$ cat src/sv/shell_command_tokenizer_unit_macros.svh
// Assertion macros shared by the tokenizer RTL files.
// Depends on nothing; each macro expands to one labeled concurrent assertion.
`ifndef SHELL_COMMAND_TOKENIZER_UNIT_MACROS_SVH
`define SHELL_COMMAND_TOKENIZER_UNIT_MACROS_SVH

// Same-cycle implication, disabled while reset is asserted
`define SCTU_ASSERT_NOW(lbl, clk, rst_n, ante, cons, msg) \
    lbl: assert property (@(posedge clk) disable iff (!(rst_n)) (ante) |-> (cons)) \
        else $error(msg);

// Next-cycle implication, disabled while reset is asserted
`define SCTU_ASSERT_NEXT(lbl, clk, rst_n, ante, cons, msg) \
    lbl: assert property (@(posedge clk) disable iff (!(rst_n)) (ante) |=> (cons)) \
        else $error(msg);

`endif

$ cat src/sv/sctu_pkg.sv
// Shared types and constants of the shell command tokenizer.
// Depends on nothing; used by every tokenizer module.
`default_nettype none

package sctu_pkg;

    // Token kinds on the result port
    localparam logic [4:0] K_CHAR  = 5'd0;
    localparam logic [4:0] K_WEND  = 5'd1;
    localparam logic [4:0] K_PIPE  = 5'd2;
    localparam logic [4:0] K_OR    = 5'd3;
    localparam logic [4:0] K_AMP   = 5'd4;
    localparam logic [4:0] K_AND   = 5'd5;
    localparam logic [4:0] K_SEMI  = 5'd6;
    localparam logic [4:0] K_LPAR  = 5'd7;
    localparam logic [4:0] K_RPAR  = 5'd8;
    localparam logic [4:0] K_OUT   = 5'd9;
    localparam logic [4:0] K_APP   = 5'd10;
    localparam logic [4:0] K_IN    = 5'd11;
    localparam logic [4:0] K_HERE  = 5'd12;
    localparam logic [4:0] K_NL    = 5'd13;
    localparam logic [4:0] K_END   = 5'd14;
    localparam logic [4:0] K_BADSQ = 5'd15;
    localparam logic [4:0] K_BADDQ = 5'd16;

    // Characters with special meaning
    localparam logic [7:0] C_TAB    = 8'h09;
    localparam logic [7:0] C_NL     = 8'h0A;
    localparam logic [7:0] C_SPACE  = 8'h20;
    localparam logic [7:0] C_DQUOTE = 8'h22;
    localparam logic [7:0] C_HASH   = 8'h23;
    localparam logic [7:0] C_DOLLAR = 8'h24;
    localparam logic [7:0] C_AMP    = 8'h26;
    localparam logic [7:0] C_SQUOTE = 8'h27;
    localparam logic [7:0] C_LPAR   = 8'h28;
    localparam logic [7:0] C_RPAR   = 8'h29;
    localparam logic [7:0] C_SEMI   = 8'h3B;
    localparam logic [7:0] C_LT     = 8'h3C;
    localparam logic [7:0] C_GT     = 8'h3E;
    localparam logic [7:0] C_BSL    = 8'h5C;
    localparam logic [7:0] C_BTICK  = 8'h60;
    localparam logic [7:0] C_PIPE   = 8'h7C;

    // Result slots per bundle; one input byte causes at most two results
    localparam int MAX_RES = 3;
    localparam int CNT_W   = $clog2(MAX_RES + 1);

    // One result item
    typedef struct packed {
        logic [4:0] kind;
        logic [7:0] wbyte;
    } t_res;

    // All results of one input byte, filled from slot 0
    typedef struct packed {
        logic [CNT_W-1:0]         count;
        t_res [MAX_RES-1:0]       res;
    } t_bundle;

endpackage

`default_nettype wire

$ cat src/sv/sctu_front.sv
// Front end: accepts text bytes, runs the lexer state and builds result bundles.
// Depends on sctu_pkg and the assertion macro header.
`default_nettype none
`include "shell_command_tokenizer_unit_macros.svh"

module sctu_front (
    input  wire logic            i_clk,
    input  wire logic            i_rst_n,
    input  wire logic            i_valid,
    output logic                 o_ready,
    input  wire logic [7:0]      i_text_byte,
    input  wire logic            i_end_of_text,
    input  wire logic            i_q_full,
    output logic                 o_push,
    output sctu_pkg::t_bundle    o_bundle
);
    import sctu_pkg::*;

    typedef enum logic [2:0] {
        M_IDLE    = 3'd0,
        M_WBSL    = 3'd1,
        M_SQ      = 3'd2,
        M_DQ      = 3'd3,
        M_DQBSL   = 3'd4,
        M_COMMENT = 3'd5,
        M_PEND    = 3'd6
    } t_mode;

    t_mode       r_mode, n_mode;
    logic        r_hc, n_hc;     // word has seen a quote or a character
    logic        r_ne, n_ne;     // word has emitted a character
    logic [7:0]  r_pend, n_pend; // held operator byte
    logic        v_idle;
    logic        v_accept;
    t_bundle     v_b;

    // Append one result to a bundle; non-char kinds carry a zero byte
    function automatic t_bundle add_res(t_bundle b, logic [4:0] kind, logic [7:0] c);
        t_bundle r;
        r = b;
        r.res[b.count].kind  = kind;
        r.res[b.count].wbyte = (kind == K_CHAR) ? c : 8'd0;
        r.count = b.count + CNT_W'(1);
        return r;
    endfunction

    // Kind of the held operator, single or doubled
    function automatic logic [4:0] op_kind(logic [7:0] op, logic dbl);
        logic [4:0] k;
        unique case (op)
            C_PIPE:  k = dbl ? K_OR  : K_PIPE;
            C_AMP:   k = dbl ? K_AND : K_AMP;
            C_GT:    k = dbl ? K_APP : K_OUT;
            default: k = dbl ? K_HERE : K_IN;
        endcase
        return k;
    endfunction

    assign o_ready  = !i_q_full;
    assign v_accept = i_valid && o_ready;
    assign o_push   = v_accept && (v_b.count != '0);
    assign o_bundle = v_b;

    // Lexer step: next state and the results of this byte
    always_comb begin
        v_b    = '0;
        n_mode = r_mode;
        n_hc   = r_hc;
        n_ne   = r_ne;
        n_pend = r_pend;
        v_idle = 1'b0;
        if (i_end_of_text) begin
            unique case (r_mode)
                M_SQ: v_b = add_res(v_b, K_BADSQ, 8'd0);
                M_DQ, M_DQBSL: v_b = add_res(v_b, K_BADDQ, 8'd0);
                M_PEND: begin
                    v_b = add_res(v_b, op_kind(r_pend, 1'b0), 8'd0);
                    v_b = add_res(v_b, K_END, 8'd0);
                end
                M_COMMENT: v_b = add_res(v_b, K_END, 8'd0);
                default: begin
                    if (r_ne) v_b = add_res(v_b, K_WEND, 8'd0);
                    v_b = add_res(v_b, K_END, 8'd0);
                end
            endcase
            n_mode = M_IDLE;
            n_hc   = 1'b0;
            n_ne   = 1'b0;
            n_pend = 8'd0;
        end else begin
            unique case (r_mode)
                M_WBSL: begin
                    n_mode = M_IDLE;
                    if (i_text_byte != C_NL) begin
                        v_b  = add_res(v_b, K_CHAR, i_text_byte);
                        n_hc = 1'b1;
                        n_ne = 1'b1;
                    end
                end
                M_SQ: begin
                    if (i_text_byte == C_SQUOTE) begin
                        n_mode = M_IDLE;
                    end else begin
                        v_b  = add_res(v_b, K_CHAR, i_text_byte);
                        n_hc = 1'b1;
                        n_ne = 1'b1;
                    end
                end
                M_DQ: begin
                    if (i_text_byte == C_DQUOTE) begin
                        n_mode = M_IDLE;
                    end else if (i_text_byte == C_BSL) begin
                        n_mode = M_DQBSL;
                    end else begin
                        v_b  = add_res(v_b, K_CHAR, i_text_byte);
                        n_hc = 1'b1;
                        n_ne = 1'b1;
                    end
                end
                M_DQBSL: begin
                    n_mode = M_DQ;
                    if (i_text_byte == C_DQUOTE || i_text_byte == C_BSL ||
                        i_text_byte == C_DOLLAR || i_text_byte == C_BTICK) begin
                        v_b  = add_res(v_b, K_CHAR, i_text_byte);
                        n_hc = 1'b1;
                        n_ne = 1'b1;
                    end else if (i_text_byte != C_NL) begin
                        // backslash kept before a non-special byte
                        v_b  = add_res(v_b, K_CHAR, C_BSL);
                        v_b  = add_res(v_b, K_CHAR, i_text_byte);
                        n_hc = 1'b1;
                        n_ne = 1'b1;
                    end
                end
                M_COMMENT: begin
                    if (i_text_byte == C_NL) begin
                        v_b    = add_res(v_b, K_NL, 8'd0);
                        n_mode = M_IDLE;
                    end
                end
                M_PEND: begin
                    n_pend = 8'd0;
                    n_mode = M_IDLE;
                    if (i_text_byte == r_pend) begin
                        v_b = add_res(v_b, op_kind(r_pend, 1'b1), 8'd0);
                    end else begin
                        v_b    = add_res(v_b, op_kind(r_pend, 1'b0), 8'd0);
                        v_idle = 1'b1;
                    end
                end
                default: begin
                    n_mode = M_IDLE;
                    v_idle = 1'b1;
                end
            endcase

            // Byte between tokens or inside an unquoted word
            if (v_idle) begin
                unique case (i_text_byte)
                    C_SPACE, C_TAB: begin
                        if (n_ne) v_b = add_res(v_b, K_WEND, 8'd0);
                        n_hc = 1'b0;
                        n_ne = 1'b0;
                    end
                    C_NL, C_SEMI, C_LPAR, C_RPAR: begin
                        if (n_ne) v_b = add_res(v_b, K_WEND, 8'd0);
                        n_hc = 1'b0;
                        n_ne = 1'b0;
                        unique case (i_text_byte)
                            C_NL:    v_b = add_res(v_b, K_NL, 8'd0);
                            C_SEMI:  v_b = add_res(v_b, K_SEMI, 8'd0);
                            C_LPAR:  v_b = add_res(v_b, K_LPAR, 8'd0);
                            default: v_b = add_res(v_b, K_RPAR, 8'd0);
                        endcase
                    end
                    C_PIPE, C_AMP, C_LT, C_GT: begin
                        if (n_ne) v_b = add_res(v_b, K_WEND, 8'd0);
                        n_hc   = 1'b0;
                        n_ne   = 1'b0;
                        n_pend = i_text_byte;
                        n_mode = M_PEND;
                    end
                    C_SQUOTE: begin
                        n_hc   = 1'b1;
                        n_mode = M_SQ;
                    end
                    C_DQUOTE: begin
                        n_hc   = 1'b1;
                        n_mode = M_DQ;
                    end
                    C_BSL: n_mode = M_WBSL;
                    C_HASH: begin
                        if (!n_hc) begin
                            if (n_ne) v_b = add_res(v_b, K_WEND, 8'd0);
                            n_ne   = 1'b0;
                            n_mode = M_COMMENT;
                        end else begin
                            v_b  = add_res(v_b, K_CHAR, i_text_byte);
                            n_ne = 1'b1;
                        end
                    end
                    default: begin
                        v_b  = add_res(v_b, K_CHAR, i_text_byte);
                        n_hc = 1'b1;
                        n_ne = 1'b1;
                    end
                endcase
            end
        end
    end

    // Lexer state, advanced on each accepted request
    always_ff @(posedge i_clk) begin
        if (!i_rst_n) begin
            r_mode <= M_IDLE;
            r_hc   <= 1'b0;
            r_ne   <= 1'b0;
            r_pend <= 8'd0;
        end else if (v_accept) begin
            r_mode <= n_mode;
            r_hc   <= n_hc;
            r_ne   <= n_ne;
            r_pend <= n_pend;
        end
    end

    `SCTU_ASSERT_NEXT(a_eot_clears, i_clk, i_rst_n, v_accept && i_end_of_text,
        r_mode == M_IDLE && !r_hc && !r_ne && r_pend == 8'd0, "end of text left state")
    `SCTU_ASSERT_NOW(a_pend_only_held, i_clk, i_rst_n, r_mode != M_PEND,
        r_pend == 8'd0, "operator byte held outside pending mode")
    `SCTU_ASSERT_NOW(a_content_if_nonempty, i_clk, i_rst_n, r_ne,
        r_hc, "word has characters but no content flag")

endmodule

`default_nettype wire

$ cat src/sv/sctu_fifo.sv
// Bundle queue between the lexer front end and the result serializer.
// Depends on sctu_pkg and the assertion macro header.
`default_nettype none
`include "shell_command_tokenizer_unit_macros.svh"

module sctu_fifo #(
    parameter int DEPTH = 4
) (
    input  wire logic              i_clk,
    input  wire logic              i_rst_n,
    input  wire logic              i_push,
    input  wire sctu_pkg::t_bundle i_data,
    output logic                   o_full,
    input  wire logic              i_pop,
    output logic                   o_empty,
    output sctu_pkg::t_bundle      o_data
);
    import sctu_pkg::*;

    localparam int PTR_W = (DEPTH > 1) ? $clog2(DEPTH) : 1;
    localparam int CNT_QW = $clog2(DEPTH + 1);

    t_bundle              r_mem [DEPTH];
    logic [PTR_W-1:0]     r_wr_ptr;
    logic [PTR_W-1:0]     r_rd_ptr;
    logic [CNT_QW-1:0]    r_count;

    assign o_full  = (r_count == CNT_QW'(DEPTH));
    assign o_empty = (r_count == '0);
    assign o_data  = r_mem[r_rd_ptr];

    // Storage write
    always_ff @(posedge i_clk) begin
        if (i_push) r_mem[r_wr_ptr] <= i_data;
    end

    // Pointers and fill count
    always_ff @(posedge i_clk) begin
        if (!i_rst_n) begin
            r_wr_ptr <= '0;
            r_rd_ptr <= '0;
            r_count  <= '0;
        end else begin
            if (i_push) begin
                r_wr_ptr <= (r_wr_ptr == PTR_W'(DEPTH - 1)) ? '0 : r_wr_ptr + PTR_W'(1);
            end
            if (i_pop) begin
                r_rd_ptr <= (r_rd_ptr == PTR_W'(DEPTH - 1)) ? '0 : r_rd_ptr + PTR_W'(1);
            end
            if (i_push && !i_pop) r_count <= r_count + CNT_QW'(1);
            else if (i_pop && !i_push) r_count <= r_count - CNT_QW'(1);
        end
    end

    `SCTU_ASSERT_NOW(a_no_overflow, i_clk, i_rst_n, o_full, !i_push,
        "push into full queue")
    `SCTU_ASSERT_NOW(a_no_underflow, i_clk, i_rst_n, o_empty, !i_pop,
        "pop from empty queue")
    `SCTU_ASSERT_NOW(a_no_empty_bundle, i_clk, i_rst_n, i_push, i_data.count != '0,
        "bundle without results queued")

endmodule

`default_nettype wire

$ cat src/sv/sctu_back.sv
// Back end: sends the results of queued bundles one per cycle while i_ready is high.
// Depends on sctu_pkg and the assertion macro header.
`default_nettype none
`include "shell_command_tokenizer_unit_macros.svh"

module sctu_back (
    input  wire logic              i_clk,
    input  wire logic              i_rst_n,
    input  wire logic              i_q_empty,
    input  wire sctu_pkg::t_bundle i_q_data,
    output logic                   o_pop,
    output logic                   o_valid,
    input  wire logic              i_ready,
    output logic [4:0]             o_token_kind,
    output logic [7:0]             o_word_byte,
    output logic                   o_last_of_run
);
    import sctu_pkg::*;

    t_bundle           r_cur;
    logic              r_have;
    logic [CNT_W-1:0]  r_idx;
    logic              r_out_valid;
    logic [4:0]        r_kind;
    logic [7:0]        r_byte;
    logic              r_last;
    logic              v_load;
    logic              v_cur_last;
    logic              v_fetch;

    // Load the output register when it is free or being drained
    assign v_load     = r_have && (!r_out_valid || i_ready);
    assign v_cur_last = (r_idx == r_cur.count - CNT_W'(1));
    assign v_fetch    = !r_have || (v_load && v_cur_last);
    assign o_pop      = v_fetch && !i_q_empty;

    assign o_valid       = r_out_valid;
    assign o_token_kind  = r_kind;
    assign o_word_byte   = r_byte;
    assign o_last_of_run = r_last;

    // Payload registers
    always_ff @(posedge i_clk) begin
        if (o_pop) r_cur <= i_q_data;
        if (v_load) begin
            r_kind <= r_cur.res[r_idx].kind;
            r_byte <= r_cur.res[r_idx].wbyte;
            r_last <= v_cur_last;
        end
    end

    // Bundle and output control
    always_ff @(posedge i_clk) begin
        if (!i_rst_n) begin
            r_have      <= 1'b0;
            r_idx       <= '0;
            r_out_valid <= 1'b0;
        end else begin
            if (v_load) begin
                r_out_valid <= 1'b1;
            end else if (i_ready) begin
                r_out_valid <= 1'b0;
            end
            // a new bundle restarts the index; otherwise step through the current one
            if (o_pop) begin
                r_have <= 1'b1;
                r_idx  <= '0;
            end else if (v_load) begin
                r_idx <= r_idx + CNT_W'(1);
                if (v_cur_last) r_have <= 1'b0;
            end
        end
    end

    `SCTU_ASSERT_NOW(a_idx_in_bundle, i_clk, i_rst_n, r_have, r_idx < r_cur.count,
        "result index past bundle")
    `SCTU_ASSERT_NOW(a_zero_byte, i_clk, i_rst_n, o_valid && o_token_kind != K_CHAR,
        o_word_byte == 8'd0, "non-char result with nonzero byte")
    `SCTU_ASSERT_NEXT(a_pop_loads, i_clk, i_rst_n, o_pop, r_have && r_idx == '0,
        "popped bundle not held")

endmodule

`default_nettype wire

$ cat src/sv/shell_command_tokenizer_unit.sv
// Shell command tokenizer: one text byte per request in, shell token results out.
// The front end updates the lexer state in the accepting cycle; each text byte
// that produces tokens queues one bundle of up to two results, and the back end
// sends them one per cycle while the receiver is ready, with last_of_run on the
// final one. Input is taken at one byte per cycle while the bundle queue
// (QUEUE_DEPTH entries) has room; sustained throughput is bounded by the output
// port at one result per cycle. A result passes through the bundle queue, the
// back end's bundle register and its output register. Bytes that produce nothing
// use no queue space. Depends on sctu_pkg, sctu_front, sctu_fifo and sctu_back.
`default_nettype none

module shell_command_tokenizer_unit #(
    parameter int QUEUE_DEPTH = 4
) (
    input  wire logic        i_clk,
    input  wire logic        i_rst_n,
    input  wire logic        i_valid,
    output logic             o_ready,
    input  wire logic [7:0]  i_text_byte,
    input  wire logic        i_end_of_text,
    output logic             o_valid,
    input  wire logic        i_ready,
    output logic [4:0]       o_token_kind,
    output logic [7:0]       o_word_byte,
    output logic             o_last_of_run
);
    import sctu_pkg::*;

    logic     w_push;
    logic     w_pop;
    logic     w_full;
    logic     w_empty;
    t_bundle  w_push_data;
    t_bundle  w_pop_data;

    sctu_front u_front (
        .i_clk         (i_clk),
        .i_rst_n       (i_rst_n),
        .i_valid       (i_valid),
        .o_ready       (o_ready),
        .i_text_byte   (i_text_byte),
        .i_end_of_text (i_end_of_text),
        .i_q_full      (w_full),
        .o_push        (w_push),
        .o_bundle      (w_push_data)
    );

    sctu_fifo #(
        .DEPTH (QUEUE_DEPTH)
    ) u_fifo (
        .i_clk   (i_clk),
        .i_rst_n (i_rst_n),
        .i_push  (w_push),
        .i_data  (w_push_data),
        .o_full  (w_full),
        .i_pop   (w_pop),
        .o_empty (w_empty),
        .o_data  (w_pop_data)
    );

    sctu_back u_back (
        .i_clk         (i_clk),
        .i_rst_n       (i_rst_n),
        .i_q_empty     (w_empty),
        .i_q_data      (w_pop_data),
        .o_pop         (w_pop),
        .o_valid       (o_valid),
        .i_ready       (i_ready),
        .o_token_kind  (o_token_kind),
        .o_word_byte   (o_word_byte),
        .o_last_of_run (o_last_of_run)
    );

endmodule

`default_nettype wire

$ cat config.mk
export PLATFORM = sky130hd
export DESIGN_NAME = shell_command_tokenizer_unit
export DESIGN_NICKNAME = d
export VERILOG_FILES = /design/src/sv/sctu_pkg.sv /design/src/sv/sctu_front.sv /design/src/sv/sctu_fifo.sv /design/src/sv/sctu_back.sv /design/src/sv/shell_command_tokenizer_unit.sv
export VERILOG_INCLUDE_DIRS = /design/src /design/src/sv
export SDC_FILE = /design/constraint.sdc
export NUM_CORES = 1
export LEC_CHECK = 0
export BUFFER_PORTS_ARGS = -buffer_cell sky130_fd_sc_hd__buf_2
export CAP_MARGIN = 10
export CORE_UTILIZATION = 54
export CTS_CLUSTER_SIZE = 12
export DETAILED_ROUTE_END_ITERATION = 10
export PLACE_DENSITY = 0.84
export SYNTH_ARGS = -nofsm -noshare
export SYNTH_HDL_FRONTEND = slang
export SYNTH_HIERARCHICAL = 1
export SYNTH_SLANG_ARGS = --single-unit
$ cat constraint.sdc
create_clock -name i_clk -period 4.8 [get_ports i_clk]
set_input_delay 0.24 -clock i_clk [delete_from_list [all_inputs] [get_ports i_clk]]
set_output_delay 0.24 -clock i_clk [all_outputs]
set_load 0.05 [all_outputs]
# ---- Word level (Yosys, flattened, before mapping)
# Memory sizes are Yosys's and may differ from the RTL's. A register that Yosys moved wholly into a read port is not among the register bits.
# Cells that the tools add are included.
dict set report classes {
  n_addsub 9
  multipliers 0
  div 0
  n_lt_le_gt_ge 7
  eq_ne 31
  shifts 0
  mux 101
  n_bitwise 1
  reduce_logical 38
}
# cell n
set op_table {}
lappend op_table {{39-bit bitwise mux} 14}
lappend op_table {{41-bit 2-to-1 mux} 13}
lappend op_table {{41-bit one-hot mux with 4 select lines} 2}
lappend op_table {{41-bit one-hot mux with 6 select lines} 1}
lappend op_table {{40-bit 2-to-1 mux} 5}
lappend op_table {{13-bit demux with 2-bit select} 6}
lappend op_table {{39-bit one-hot mux with 3 select lines} 1}
lappend op_table {{8-bit by 6-bit equality test with 1-bit output, second input constant} 13}
lappend op_table {{13-bit 2-to-1 mux} 5}
lappend op_table {{8-bit 2-to-1 mux} 7}
lappend op_table {{8-bit by 7-bit equality test with 1-bit output, second input constant} 4}
lappend op_table {{3-bit 2-to-1 mux} 9}
lappend op_table {{13-bit binary-select mux with 2-bit select} 1}
lappend op_table {{1-bit 2-to-1 mux} 26}
lappend op_table {{4-bit one-hot mux with 3 select lines} 2}
lappend op_table {{8-bit by 4-bit equality test with 1-bit output, second input constant} 2}
lappend op_table {{3-bit one-hot mux with 5 select lines} 1}
lappend op_table {{2-bit by 1-bit adder with 2-bit output, second input constant} 6}
lappend op_table {{3-bit equality test, second input constant} 4}
lappend op_table {{2-bit by 3-bit less-than comparator with 1-bit output, second input constant} 4}
lappend op_table {{3-bit one-hot mux with 4 select lines} 1}
lappend op_table {{1-bit logical AND} 10}
lappend op_table {{2-bit nonzero test} 5}
lappend op_table {{10-bit OR reduction} 1}
lappend op_table {{other kinds (24)} 44}
dict set report word_totals {
  ff_bits 38
  latch_bits 0
  ramBits 164
  rom_bits 0
  inputBits 13
  out_inout_bits 16
  wordCells 201
  mem_count 1
}
# memory words width rd rd_clocked_by_memory_dff write_ports line
set memory_table {}
lappend memory_table {u_fifo.r_mem 4 41 1 1 1 sctu_fifo.sv:23} ;# t_bundle r_mem [DEPTH];

# ---- Longest topological paths before layout
dict set report logic_depth {
  depth_word 33
  ltp_mapped 21
}

# ---- Modules after synthesis
# Netlist, hierarchy kept.
# module n_inst cells_per_inst area_per_inst_um2
set modules_own_cells {}
lappend modules_own_cells {sctu_fifo 1 259 6424.9}
lappend modules_own_cells {sctu_front 1 359 2471.1}
lappend modules_own_cells {sctu_back 1 124 2163.3}

# ---- Worst setup path after synthesis
# OpenSTA, ideal clock, no wires.
dict set report synth_path {
  path_kind {input port to flip-flop}
  startpoint {input port i_text_byte[7]}
  endpoint {memory u_fifo/r_mem[0][0] (netlist bit) (enable)}
  setup_time_ps 402
  t_arrival_ps 4305
  t_required_ps 4398
  path_slack_ps 93
  cell_stages 14
  path_cell_list {buf_2 -> and4b_1 -> a221oi_1 -> nor4_4 -> nor3_1 -> ha_1 -> o21ai_0 -> inv_1 -> ha_1 -> o21ai_0 -> a21o_1 -> o22ai_1 -> a41oi_1 -> and2_1}
}
dict set report synth_between {
  elab_chain_len 20
  word_cells_on_any_way 64
  classes_between {add/sub (2); eq/ne (18); mux (36); reduce/logical (8)}
}
# item line
set synth_rtl {}
lappend synth_rtl {{start: declaration} shell_command_tokenizer_unit.sv:19} ;# input wire logic [7:0] i_text_byte,
lappend synth_rtl {{8-bit by 6-bit equality test with 1-bit output or 8-bit by 7-bit equality test with 1-bit output (tied branches)} n/a}
lappend synth_rtl {{1-bit logical OR (2 in a row)} sctu_front.sv:122} ;# if (i_text_byte == C_DQUOTE || i_text_byte == C_BSL ||
lappend synth_rtl {{1-bit logical OR} sctu_front.sv:123} ;# i_text_byte == C_DOLLAR || i_text_byte == C_BTICK) begin
lappend synth_rtl {{41-bit 2-to-1 mux} sctu_front.sv:122}
lappend synth_rtl {{41-bit one-hot mux with 6 select lines} sctu_front.sv:91} ;# unique case (r_mode)
lappend synth_rtl {{41-bit 2-to-1 mux} sctu_front.sv:72} ;# if (i_end_of_text) begin
lappend synth_rtl {{2-bit by 1-bit adder with 2-bit output} sctu_front.sv:43} ;# r.count = b.count + CNT_W'(1);
lappend synth_rtl {{41-bit 2-to-1 mux} n/a}
lappend synth_rtl {{[... 4 more ...]} n/a}
lappend synth_rtl {{41-bit one-hot mux with 4 select lines} sctu_front.sv:159} ;# unique case (i_text_byte)
lappend synth_rtl {{41-bit 2-to-1 mux (*)} sctu_front.sv:158} ;# if (v_idle) begin
lappend synth_rtl {{41-bit 2-to-1 mux (*)} sctu_front.sv:72}
lappend synth_rtl {{2-bit nonzero test (*)} sctu_front.sv:61} ;# assign o_push = v_accept && (v_b.count != '0);
lappend synth_rtl {{1-bit logical AND (*)} sctu_front.sv:61}
lappend synth_rtl {{net w_push} shell_command_tokenizer_unit.sv:29} ;# logic w_push;
lappend synth_rtl {{1-bit 2-to-1 mux (*)} sctu_fifo.sv:34} ;# if (i_push) r_mem[r_wr_ptr] <= i_data;
lappend synth_rtl {{1-bit 2-to-1 mux (not written as such) (*)} sctu_fifo.sv:34}
lappend synth_rtl {{end: declaration} sctu_fifo.sv:23}
# Mark *: on every way through the listed nets, which the timed path passes. The rest lies on a longest branch. The select of a mux whose other input is x is not followed.

# ---- Final worst setup path
dict set report layout_path {
  startpoint {register u_front.r_mode[2]}
  endpoint {register u_fifo.r_count[2]}
}
dict set report layout_between {
  elab_chain_len 17
  word_cells_on_any_way 34
  classes_between {add/sub (2); eq/ne (6); mux (18); reduce/logical (8)}
}
# item line
set layout_rtl {}
lappend layout_rtl {{start: declaration} sctu_front.sv:29} ;# t_mode r_mode, n_mode;
lappend layout_rtl {{start signal: assignment} sctu_front.sv:220} ;# r_mode <= n_mode;
lappend layout_rtl {{3-bit equality test, or another cell as far along} {sctu_front.sv:73, sctu_front.sv:91}}
lappend layout_rtl {{41-bit one-hot mux with 6 select lines} sctu_front.sv:91}
lappend layout_rtl {{41-bit 2-to-1 mux} sctu_front.sv:72}
lappend layout_rtl {{2-bit by 1-bit adder with 2-bit output} sctu_front.sv:43}
lappend layout_rtl {{41-bit 2-to-1 mux} n/a}
lappend layout_rtl {{41-bit 2-to-1 mux} sctu_front.sv:159}
lappend layout_rtl {{41-bit 2-to-1 mux} sctu_front.sv:158}
lappend layout_rtl {{41-bit 2-to-1 mux} sctu_front.sv:72}
lappend layout_rtl {{[... 2 more ...]} n/a}
lappend layout_rtl {{41-bit 2-to-1 mux} sctu_front.sv:158}
lappend layout_rtl {{41-bit 2-to-1 mux (*)} sctu_front.sv:72}
lappend layout_rtl {{2-bit nonzero test (*)} sctu_front.sv:61}
lappend layout_rtl {{1-bit logical AND (*)} sctu_front.sv:61}
lappend layout_rtl {{net w_push} shell_command_tokenizer_unit.sv:29}
lappend layout_rtl {{1-bit logical NOT} sctu_fifo.sv:51} ;# else if (i_pop && !i_push) r_count <= r_count - CNT_QW'(1);
lappend layout_rtl {{1-bit logical AND} sctu_fifo.sv:51}
lappend layout_rtl {{2-bit nonzero test (no line)} n/a}
lappend layout_rtl {{end signal: assignment} sctu_fifo.sv:50} ;# if (i_push && !i_pop) r_count <= r_count + CNT_QW'(1);
lappend layout_rtl {{end signal: assignment} sctu_fifo.sv:51}
lappend layout_rtl {{end: declaration} sctu_fifo.sv:26} ;# logic [CNT_QW-1:0] r_count;
# Marks and branches as above.
# A chain may end at the register's enable or synchronous reset.

==> impl_metrics.env <==
export IMPL_status="finished, final reports clean"
export IMPL_r2r_end="u_fifo/r_count[2]$_SDFFE_PN0P_"
export IMPL_critical_path_class="flip-flop to flip-flop"
export IMPL_post_cts_resized=0
export IMPL_core_sq_um=19800
export IMPL_leakagePower_nw=4.09
export IMPL_cp_max_fo=14
export IMPL_nets=801
export IMPL_cts_tree="done"
export IMPL_layout_common_cells="edfxtp_1, nand2_1, mux4_2"
export IMPL_finalHoldViolations=0
export IMPL_ios=29
export IMPL_clk_pin_slew_ps=60
export IMPL_setup_tns_ps=0
export IMPL_diodes=0
export IMPL_maxSlewViolCount=0
export IMPL_die_area_sq_um=21100
export IMPL_antenna_found_initial=0
export IMPL_ys_flop_type="edfxtp_1"
export IMPL_synth_area_leaders="edfxtp_1, mux4_2, dfxtp_1"
export IMPL_totalWireLength_um=22400
export IMPL_setup_viol=0
export IMPL_rrSetupSlack_ps=570
export IMPL_power_mw=6.08
export IMPL_viasPerCell=6.09
export IMPL_cap_violations=0
export IMPL_critPathArrivalTime_ps=4660
export IMPL_area_growth_syn_to_layout_pct=10.1
export IMPL_cts_sinks=245
export IMPL_p_sw_mw=1.71
export IMPL_postCtsSetupRepairBufs=0
export IMPL_ys_seq_area_frac=0.642
export IMPL_worstRegToRegCells=20
export IMPL_max_freq_mhz=236
export IMPL_globalRoute_totalOverflow=0
export IMPL_grt_pass1_vias=6262
export IMPL_grt_first_pass_wirelength_um=35100
export IMPL_global_route_usage_total=0.216
export IMPL_hold_buffers=0
export IMPL_sequentialPowerShare=0.509
export IMPL_clock_latency_ps=510
export IMPL_crit_required_ps=5230
export IMPL_finClkSkew_ps=17.6
export IMPL_yosysTopAreaCell="edfxtp_1"
export IMPL_whs_path_depth=3
export IMPL_peakVddDrop_mv=0.333
export IMPL_layout_commonest_cell="edfxtp_1"
export IMPL_clockRootBuffer="clkbuf_16"
export IMPL_netlist_instances=742
export IMPL_hold_end="u_back/o_valid$_SDFFE_PN0P_"
export IMPL_initial_core_util=0.559
export IMPL_htree_num_levels=1
export IMPL_asyncSetResetFlopFracSynth=0
export IMPL_final_layout_size_suffix_gt1_frac=0.183
export IMPL_p_int_mw=4.37
export IMPL_port_buffers=28
export IMPL_dr_first_iter_drc_count=553
export IMPL_postRouteAntennaNets=0
export IMPL_synth_distinct_cells=78
export IMPL_period_needed_ps=4230
export IMPL_yosysWarnings=6
export IMPL_dp_hpwl_um=15000
export IMPL_gp_congestion=0.900
export IMPL_synth_top_area_share=0.595
export IMPL_swShare=0.282
export IMPL_post_route_drc_count=0
export IMPL_cts_buffer_depth=3
export IMPL_die_x_um=145
export IMPL_min_from="i_ready"
export IMPL_fin_util=0.615
export IMPL_synth_area_per_cell_sq_um=14.9
export IMPL_routedWlPerCell_um=21.2
export IMPL_fp_dieH_um=145
export IMPL_synth_seq_cells=245
export IMPL_synth_area_sq_um=11100
export IMPL_r2r_start="u_front/r_mode[2]$_SDFFE_PN0P_"
export IMPL_rows=51
export IMPL_tightest_slew_ps=1090
export IMPL_first_pass_iters=5
export IMPL_synth_edff_count=219
export IMPL_grt_max_degree=44
export IMPL_crit_path_end_kind="flip-flop"
export IMPL_rsz0062_at_grt="no"
export IMPL_start_kind="flip-flop"
export IMPL_cts_buffers=25
export IMPL_power_frac_clock=0.280
export IMPL_fillers=1461
export IMPL_vias=6403
export IMPL_hold_class="input pin to flip-flop"
export IMPL_pwr_density_cell_nw_per_um2=500
export IMPL_p_comb_frac=0.211
export IMPL_fin_crit_sh=0.882
export IMPL_slew_headroom=0.273
[flip-flops by register name (all words and copies together) (netlist names), 3 cells and up, named ones only]
register             flops
u_front/r_pend           8
u_back/o_word_byte       8
u_fifo/r_count           3
u_back/o_token_kind      5
u_fifo/r_mem           164
u_front/r_mode           3
u_back/r_cur            41
[layout make-up]
class | instances | area [sq um] | share of cell area
Timing Repair Buffer | 48 | 365 | 0.0300
Clock buffer | 36 | 687 | 0.0564
Tap cell | 265 | 332 | 0.0272
Sequential cell | 245 | 7100 | 0.583
Multi-Input combinational cell | 440 | 3620 | 0.297
Inverter | 15 | 56.3 | 0.00462
Clock inverter | 3 | 17.5 | 0.00144
[synth_stat cells (4+ instances only)]
library cell and instances:
a21boi_0 9, a31oi_1 6, nand2_1 56, ha_1 12, mux4_2 40, and3_1 7
nor2_1 23, o21ai_1 6, a21oi_1 26, nor2b_1 23, and2_1 28, a32oi_1 4
nand3_1 13, xnor2_1 16, a21o_1 4, inv_1 15, buf_2 15, mux2i_1 19
edfxtp_1 219, o21ai_0 33, a41oi_1 5, nor4b_1 4, nand2b_1 11, clkbuf_1 12
buf_6 5, buf_12 4, buf_4 4, or3_1 8, o31ai_1 4, dfxtp_1 26
nor3_1 7, nand4_1 5, o22ai_1 4
[through the flow]
stage | setup WS [ps] | area [sq um] | hold slack, ps | cells
floorplan | 92.5 | 11100 | 358 | 743
global placement | 374 | 11500 | 490 | 1013
detailed placement | 318 | 11500 | 499 | 1013
CTS | 586 | 12200 | 98.3 | 1052
global route | 292 | 12200 | 132 | 1052
finish | 568 | 12200 | 120 | 1052
[worst max-delay path by stage]
stage	from	end	slack (ps)	cells after the start
global route	u_front/r_mode[2]$_SDFFE_PN0P_	u_fifo/r_count[2]$_SDFFE_PN0P_	290	20
CTS	u_front/r_mode[2]$_SDFFE_PN0P_	u_fifo/r_count[2]$_SDFFE_PN0P_	590	20
floorplan	i_text_byte[7]	u_fifo/r_mem[0][0]$_DFFE_PP_	90	14
finish	u_front/r_mode[2]$_SDFFE_PN0P_	u_fifo/r_count[2]$_SDFFE_PN0P_	570	20
detailed placement	i_text_byte[7]	u_fifo/r_count[2]$_SDFFE_PN0P_	320	20
global placement	i_text_byte[7]	u_fifo/r_count[2]$_SDFFE_PN0P_	370	20
[critical path, cell delays in order (launching register included)]
cell      delay [ps]
dfxtp_1          350
buf_4            200
nor2b_1          140
buf_4            150
nand4_1          150
o211ai_1         170
nor3_1           300
ha_1             300
o21ai_0          120
inv_1             80
ha_1             290
o21ai_0          170
a21o_1           100
o22ai_1           80
a41oi_1          290
ha_1             230
inv_1             60
fa_1             370
xor2_1           150
or3_1            300
a21boi_0         160
[routing by layer]
metal / track usage / share of wire
met5: 0 / 0
met2: 0.359 / 0.49
met3: 0.0349 / 0.062
met4: 0.0658 / 0.025
met1: 0.292 / 0.42
[cell families (layout without fill, tap and decap cells)]
kind of cell    after synthesis  count (layout)  synth area share
other cells                   1               2          0.000339
fa+ha+maj                    13              13            0.0154
flops                       245             245             0.642
xor+xnor                     19              19            0.0150
compound gates              132             132            0.0791
simple gates                211             211             0.112
buf+inv                      58             102            0.0320
mux                          63              63             0.104
[power by group through the flow]
stage / clock network [mW] / registers [mW] / logic [mW]
2_1_floorplan: 0 / 3.19 / 0.918
3_3_place_gp: 0 / 3.12 / 1.26
3_5_place_dp: 0 / 3.14 / 1.29
4_1_cts: 1.74 / 3.10 / 1.30
5_1_grt: 1.82 / 3.14 / 1.37
6_report: 1.70 / 3.09 / 1.28
Note: power is estimated with default switching activity, not from simulation.
